## config.mk

```make
export PLATFORM = sky130hd
export DESIGN_NAME = reader_reply_deframer
export DESIGN_NICKNAME = d
export VERILOG_FILES = /design/src/rtl/rrd_pkg.sv /design/src/rtl/reader_reply_deframer.sv /design/src/rtl/rrd_parser.sv
export SDC_FILE = /design/constraint.sdc
export NUM_CORES = 1
export LEC_CHECK = 0
export BUFFER_PORTS_ARGS = -buffer_cell sky130_fd_sc_hd__buf_2
export CORE_MARGIN = 5
export CORE_UTILIZATION = 35
export DETAILED_ROUTE_END_ITERATION = 8
export PLACE_DENSITY = 0.64
export SLEW_MARGIN = 10
export SYNTH_ARGS = -nofsm -noshare
export SYNTH_HDL_FRONTEND = slang
export SYNTH_SLANG_ARGS = --single-unit
```

## constraint.sdc

```tcl
create_clock -name clk -period 6.44 [get_ports clk]
set_input_delay 0.322 -clock clk [delete_from_list [all_inputs] [get_ports clk]]
set_output_delay 0.322 -clock clk [all_outputs]
set_load 0.01 [all_outputs]
```

## src/rtl/rrd_pkg.sv

```systemverilog
// Shared types and constants for the reader reply deframer.
// No dependencies; imported by rrd_parser and reader_reply_deframer.
`default_nettype none

package rrd_pkg;

  localparam logic [7:0] MAGIC_FIRST  = 8'hAA;
  localparam logic [7:0] MAGIC_SECOND = 8'hBB;
  localparam logic [4:0] HEADER_SKIP  = 5'd6;

  typedef enum logic [2:0] {
    PH_MAGIC0  = 3'd0,
    PH_MAGIC1  = 3'd1,
    PH_LENGTH  = 3'd2,
    PH_PAYLOAD = 3'd3,
    PH_CHECK   = 3'd4
  } phase_t;

  typedef enum logic [1:0] {
    KIND_DATA      = 2'd0,
    KIND_FRAME_END = 2'd1,
    KIND_BAD_MAGIC = 2'd2,
    KIND_BAD_LEN   = 2'd3
  } kind_t;

  // one result transaction from the parser, valid marks that a byte caused one
  typedef struct packed {
    logic       valid;
    kind_t      kind;
    logic [7:0] data_byte;
    logic [7:0] status;
    logic       checksum_ok;
    logic [3:0] data_count;
  } result_t;

endpackage

`default_nettype wire

```

## src/rtl/reader_reply_deframer.sv

```systemverilog
// Reader reply deframer: parses AA BB framed replies from a serial byte stream.
// Takes one received byte per transaction on the slave side and gives at most
// one result per byte on the master side: a payload data byte (offset six on),
// a frame end with status, checksum match and data count, or a bad magic or
// bad length report, after which it hunts for magic again. A byte is taken
// every cycle unless held off; a result shows the cycle after its byte and
// waits in the output register, which holds off input only while full and unread.
// Depends on rrd_pkg and rrd_parser.
`default_nettype none

module reader_reply_deframer #(
  parameter int MAX_PAYLOAD = 17
) (
  input  wire         clk,
  input  wire         rst,
  input  wire         s_tvalid,
  output logic        s_tready,
  input  wire  [7:0]  s_tdata,   // [7:0] rx_byte
  output logic        m_tvalid,
  input  wire         m_tready,
  output logic [23:0] m_tdata,   // [7:0] data_byte, [15:8] status,
                                 // [16] checksum_ok, [20:17] data_count, rest 0
  output logic [1:0]  m_tuser    // [1:0] kind
);
  import rrd_pkg::*;

  result_t res;
  logic    accept;

  assign s_tready = !m_tvalid || m_tready;
  assign accept   = s_tvalid && s_tready;

  rrd_parser #(.MAX_PAYLOAD(MAX_PAYLOAD)) u_parser (
    .clk     (clk),
    .rst     (rst),
    .advance (accept),
    .rx_byte (s_tdata),
    .res     (res)
  );

  always_ff @(posedge clk) begin
    if (rst) begin
      m_tvalid <= 1'b0;
    end else if (s_tready) begin
      m_tvalid <= accept && res.valid;
    end
  end

  always_ff @(posedge clk) begin
    if (accept && res.valid) begin
      m_tuser <= res.kind;
      m_tdata <= {3'b000, res.data_count, res.checksum_ok, res.status, res.data_byte};
    end
  end

endmodule

`default_nettype wire

```

## src/rtl/rrd_parser.sv

```systemverilog
// Frame parser state machine: consumes one byte per advance and gives the result.
// Depends on rrd_pkg.
`default_nettype none

module rrd_parser #(
  parameter int MAX_PAYLOAD = 17
) (
  input  wire             clk,
  input  wire             rst,
  input  wire             advance,
  input  wire [7:0]       rx_byte,
  output rrd_pkg::result_t res
);
  import rrd_pkg::*;

  phase_t     phase, phase_next;
  logic       first_ok, first_ok_next;
  logic [4:0] frame_length, frame_length_next;
  logic [4:0] byte_pos, byte_pos_next;
  logic [7:0] running_xor, running_xor_next;
  logic [7:0] held_status, held_status_next;

  logic       magic_good;
  logic       len_bad;
  logic       last_payload;
  logic       status_hit;
  logic [5:0] pos_inc;
  logic [4:0] cnt_raw;
  logic [3:0] cnt;

  assign magic_good   = first_ok && (rx_byte == MAGIC_SECOND);
  assign len_bad      = rx_byte > 8'(MAX_PAYLOAD);
  assign pos_inc      = {1'b0, byte_pos} + 6'd1;
  assign last_payload = pos_inc >= {1'b0, frame_length};
  assign status_hit   = (frame_length > HEADER_SKIP) ? (byte_pos == HEADER_SKIP - 5'd1)
                                                      : (pos_inc == {1'b0, frame_length});
  assign cnt_raw      = (frame_length > HEADER_SKIP) ? frame_length - HEADER_SKIP : 5'd0;
  assign cnt          = cnt_raw[4] ? 4'hF : cnt_raw[3:0];

  // next state
  always_comb begin
    phase_next = phase;
    case (phase)
      PH_MAGIC0:  phase_next = PH_MAGIC1;
      PH_MAGIC1:  phase_next = magic_good ? PH_LENGTH : PH_MAGIC0;
      PH_LENGTH: begin
        if (len_bad)              phase_next = PH_MAGIC0;
        else if (rx_byte == 8'd0) phase_next = PH_CHECK;
        else                      phase_next = PH_PAYLOAD;
      end
      PH_PAYLOAD: if (last_payload) phase_next = PH_CHECK;
      PH_CHECK:   phase_next = PH_MAGIC0;
      default:    phase_next = PH_MAGIC0;
    endcase
  end

  // datapath registers and result
  always_comb begin
    first_ok_next     = first_ok;
    frame_length_next = frame_length;
    byte_pos_next     = byte_pos;
    running_xor_next  = running_xor;
    held_status_next  = held_status;
    res               = '0;
    case (phase)
      PH_MAGIC0: first_ok_next = (rx_byte == MAGIC_FIRST);
      PH_MAGIC1: begin
        if (!magic_good) begin
          first_ok_next = 1'b0;
          res.valid     = 1'b1;
          res.kind      = KIND_BAD_MAGIC;
        end
      end
      PH_LENGTH: begin
        first_ok_next    = 1'b0;
        byte_pos_next    = '0;
        running_xor_next = '0;
        held_status_next = '0;
        if (len_bad) begin
          frame_length_next = '0;
          res.valid         = 1'b1;
          res.kind          = KIND_BAD_LEN;
        end else begin
          frame_length_next = rx_byte[4:0];
        end
      end
      PH_PAYLOAD: begin
        running_xor_next = running_xor ^ rx_byte;
        if (status_hit) held_status_next = rx_byte;
        byte_pos_next = pos_inc[4:0];
        if (byte_pos >= HEADER_SKIP) begin
          res.valid     = 1'b1;
          res.kind      = KIND_DATA;
          res.data_byte = rx_byte;
        end
      end
      PH_CHECK: begin
        res.valid         = 1'b1;
        res.kind          = KIND_FRAME_END;
        res.status        = held_status;
        res.checksum_ok   = (rx_byte == running_xor);
        res.data_count    = cnt;
        frame_length_next = '0;
        byte_pos_next     = '0;
        running_xor_next  = '0;
        held_status_next  = '0;
      end
      default: begin
        first_ok_next     = 1'b0;
        frame_length_next = '0;
        byte_pos_next     = '0;
        running_xor_next  = '0;
        held_status_next  = '0;
      end
    endcase
  end

  always_ff @(posedge clk) begin
    if (rst) begin
      phase        <= PH_MAGIC0;
      first_ok     <= 1'b0;
      frame_length <= '0;
      byte_pos     <= '0;
      running_xor  <= '0;
      held_status  <= '0;
    end else if (advance) begin
      phase        <= phase_next;
      first_ok     <= first_ok_next;
      frame_length <= frame_length_next;
      byte_pos     <= byte_pos_next;
      running_xor  <= running_xor_next;
      held_status  <= held_status_next;
    end
  end

  a_len_in_range: assert property (@(posedge clk) disable iff (rst)
    frame_length <= 5'(MAX_PAYLOAD))
    else $error("frame length beyond limit");

  a_pos_below_len: assert property (@(posedge clk) disable iff (rst)
    (phase == PH_PAYLOAD) |-> (byte_pos < frame_length))
    else $error("payload offset past frame length");

  a_magic_pair: assert property (@(posedge clk) disable iff (rst)
    (advance && phase == PH_MAGIC0) |=> (phase == PH_MAGIC1))
    else $error("first magic byte not followed by second magic phase");

endmodule

`default_nettype wire

```

==> flow_summary_export.csv <==
group,metric,value,unit
timing,slew_headroom,48.10,%
pwr,switching_share,26.17,%
timing,min_period_over_period,37.35,%
floorplanning,dieHeight,100.2,µm
pwr,power.internal,468.0,µW
clock_tree,post_cts_buffers,0,
critical_path,rr_worst_depth,5,
timing,setup_violations,0,
floorplanning,ioPinCount,40,
critical_path,r2r_end,"m_tdata[17]",
placed_design,place_ws,3.763,ns
clock_tree,clock_sinks,54,
grt,grt_usage,12.35,%
clock_tree,cts_root_buf,"clkbuf_8",
timing,worst_pin_slew,0.7763,ns
detailed_routing,drc,0,
pwr,leakagePower,1.161,nW
pwr,p_switching,165.9,µW
synth,ys_ff_latch,54,
placed_design,placed_cell_area,3023,µm²
synth,synth_top_family_by_area,"simple AND/OR/NAND/NOR gates",
floorplanning,start_util,36.46,%
synth,seq_area_frac_synth,46.07,%
timing,layout_setup_ws,4.035,ns
critical_path,required,6.39,ns
timing,max_freq,415.8,MHz
synth,synth_area_leaders,"edfxtp_1 24%, dfxtp_1 22%, a21oi_1 4.4%",
timing,hold_slack,0.3273,ns
critical_path,crit_arrival,2.35,ns
cells_and_area,drive_above_1_share,18.18,%
clock_tree,postCtsResizedCells,0,
critical_path,r2r-start,"u_parser.byte_pos[1]",
placed_design,placed_cells,413,
worst_hold_path,hold_class,"in -> reg",
critical_path,ff2ff_setup_slack,4.03,ns
floorplanning,die_area,10040,µm²
clock_tree,cts_made_buffers,5,
cells_and_area,layout.cells.non_filler,421,
critical_path,crit_path_start_kind,"flip-flop",
detailed_routing,first_pass_iters,5,
cells_and_area,nNetsFinal,339,
detailed_routing,dr_total_vias,2184,
synth,avgSynthCellArea,9.715,µm²
detailed_routing,viasPerCell,5.188,
cells_and_area,fin_util,40.00,%
worst_hold_path,hold_path_end,"u_parser.held_status[5]",
detailed_routing,drt_iter0_markers,201,
grt,grt_pass1_vias,1915,
pwr,ir_drop,0.00007970,V
clock_tree,ctsHoldBuffers,0,
detailed_routing,wl_per_cell,14.71,µm
synth,yosysUniqueCellTypes,51,
synth,yosysTopAreaCell,"edfxtp_1",
timing,hold_viol_final,0,
critical_path,cp_max_fo,23,
grt,antenna_found_initial,0,
detailed_routing,ant_nets,0,
synth,synthSimpleGateAreaFrac,22.37,%
flow_run,maxCapViolCount,0,
synth,syn_area,2846,µm²
clock_tree,htreeDepth,2,
synth,syn_inst,293,
placed_design,portBuffers,36,
placed_design,place.gp.congestion,0.8317,
clock_tree,clk_pin_slew,0.11,ns
floorplanning,die_w,100.2,µm
grt,grt_max_degree,32,
synth,synth_top_area_share,24.26,%
clock_tree,clkLatencyLatePin,0.31,ns
timing,rsz0062_at_grt,"false",
synth,muxShareOfSynthArea,1.846,%
detailed_routing,drt_wl_total,6194,µm
synth,synthAdderAreaFrac,3.956,%
cells_and_area,area_growth,9.714,%
worst_hold_path,hold_depth,3,
pwr,power,634.0,µW
worst_hold_path,hp-start,"s_tdata[5]",
grt,grt_pass1_wl,9887,µm
floorplanning,std_cell_rows,32,
critical_path,cp-end-kind,"flip-flop",
synth,synthFlopType,"dfxtp_1",
clock_tree,clock_path_buffers,2,
cells_and_area,nFillCells,800,
cells_and_area,mostFrequentLayoutCells,"36 x buf_2, 32 x nor2_1, 31 x dfxtp_1, 24 x a21oi_1, 23 x edfxtp_1",
synth,synth-edff-count,23,
cells_and_area,design_area,3123,µm²
timing,maxSlewViolCount,0,
pwr,p_seq_share,58.9,%
status,outcome,"finished clean",
clock_tree,cts_tree,"built",
synth,synth_compound_area_share,14.07,%
synth,synth_xor_area_share,4.308,%
timing,fin_setup_tns,0,ns
cells_and_area,final_common_cell,"buf_2",
placed_design,dp_hpwl,4430,µm
synth,synthArstFlopShare,0,%
grt,grt.overflow.total,0,
synth,yosysWarningCount,0,
timing,finalCriticalPeriod,2.405,ns
timing,skew,0.01024,ns
pwr,clkPwrFrac,31.0,%
floorplanning,coreArea,7807,µm²
critical_path,critPathKind,"reg -> reg",
cells_and_area,diodes,0,
pwr,power_density,203.0,nW/µm²
pwr,p_comb_share,10.0,%
==> power by group through the flow <==
| stage | combinational, mW | clock (mW) | sequential [mW] |
|---|---|---|---|
| after global routing | 0.0692 | 0.214 | 0.375 |
| after CTS | 0.0630 | 0.203 | 0.374 |
| after global placement | 0.0624 | 0 | 0.381 |
| after detailed placement | 0.0628 | 0 | 0.382 |
| final | 0.0635 | 0.197 | 0.374 |
| after floorplan | 0.0414 | 0 | 0.384 |
==> per-layer routing <==
metal  track usage [%]  share of wire, %  vias up
met3             2.224               6.1        7
met2             19.37                46       67
met4             4.663               1.7        0
met5                 0                 0        -
met1             16.93                46     1023
li1                  -                 -     1087
==> Yosys cell counts, drive strengths merged, types with 2 or more instances <==
library cell   n
buf           11
xnor2         11
a221oi         2
and2          17
edfxtp        23
nor3           7
nand3          7
mux2i          4
ha             9
nand4          9
a311oi         2
o21ai         19
nand2         10
clkbuf        11
nor4           2
a22oi          7
nor2          32
dfxtp         31
inv           13
nor3b         13
nand3b         2
a21oi         25
xor2           3
nor2b          2
and3           4
==> critical path, stage by stage, from the launching register on <==
cell and delay [ns]:
dfxtp_1 0.44, ha_1 0.17, o21ai_0 0.07, a21oi_1 0.58, nor2_1 0.17, a21oi_4 0.61
==> registers in the layout, summed over array words and instances (netlist names) <==
name / cells
m_tuser: 2
m_tvalid: 1
u_parser.frame_length: 5
u_parser.held_status: 8
u_parser.phase: 3
u_parser.first_ok: 1
m_tdata: 21
u_parser.running_xor: 8
u_parser.byte_pos: 5
==> worst max path at each step <==
stage	end	slack (ns)	cells after the start	start
2_1_floorplan	m_tdata[0]	3.69	5	u_parser.phase[2]
3_3_place_gp	m_tdata[19]	3.84	5	u_parser.byte_pos[1]
3_5_place_dp	m_tdata[17]	3.76	5	u_parser.byte_pos[1]
4_1_cts	m_tdata[17]	3.73	5	u_parser.byte_pos[1]
5_1_grt	m_tdata[9]	3.80	4	u_parser.phase[0]
6_report	m_tdata[17]	4.03	5	u_parser.byte_pos[1]
==> layout make-up <==
cell class | count | area, µm² | share of cell area [%]
Multi-Input combinational cell | 206 | 1348 | 43.15
Clock inverter | 3 | 23.77 | 0.7612
Tap cell | 102 | 127.6 | 4.087
Timing Repair Buffer | 38 | 195.2 | 6.250
Inverter | 13 | 48.80 | 1.562
Sequential cell | 54 | 1311 | 41.99
Clock buffer | 5 | 68.82 | 2.204
==> kinds of logic after synthesis <==
| kind of cell | Yosys count |
|---|---|
| buffers and inverters | 35 |
| other | 1 |
| muxes | 4 |
| and+or+nand+nor | 111 |
| DFF | 54 |
| adders and majority gates | 9 |
| xor gates and xnor gates | 14 |
| AOI/OAI and AO/OA | 65 |
(Power assumes the default switching activity.)
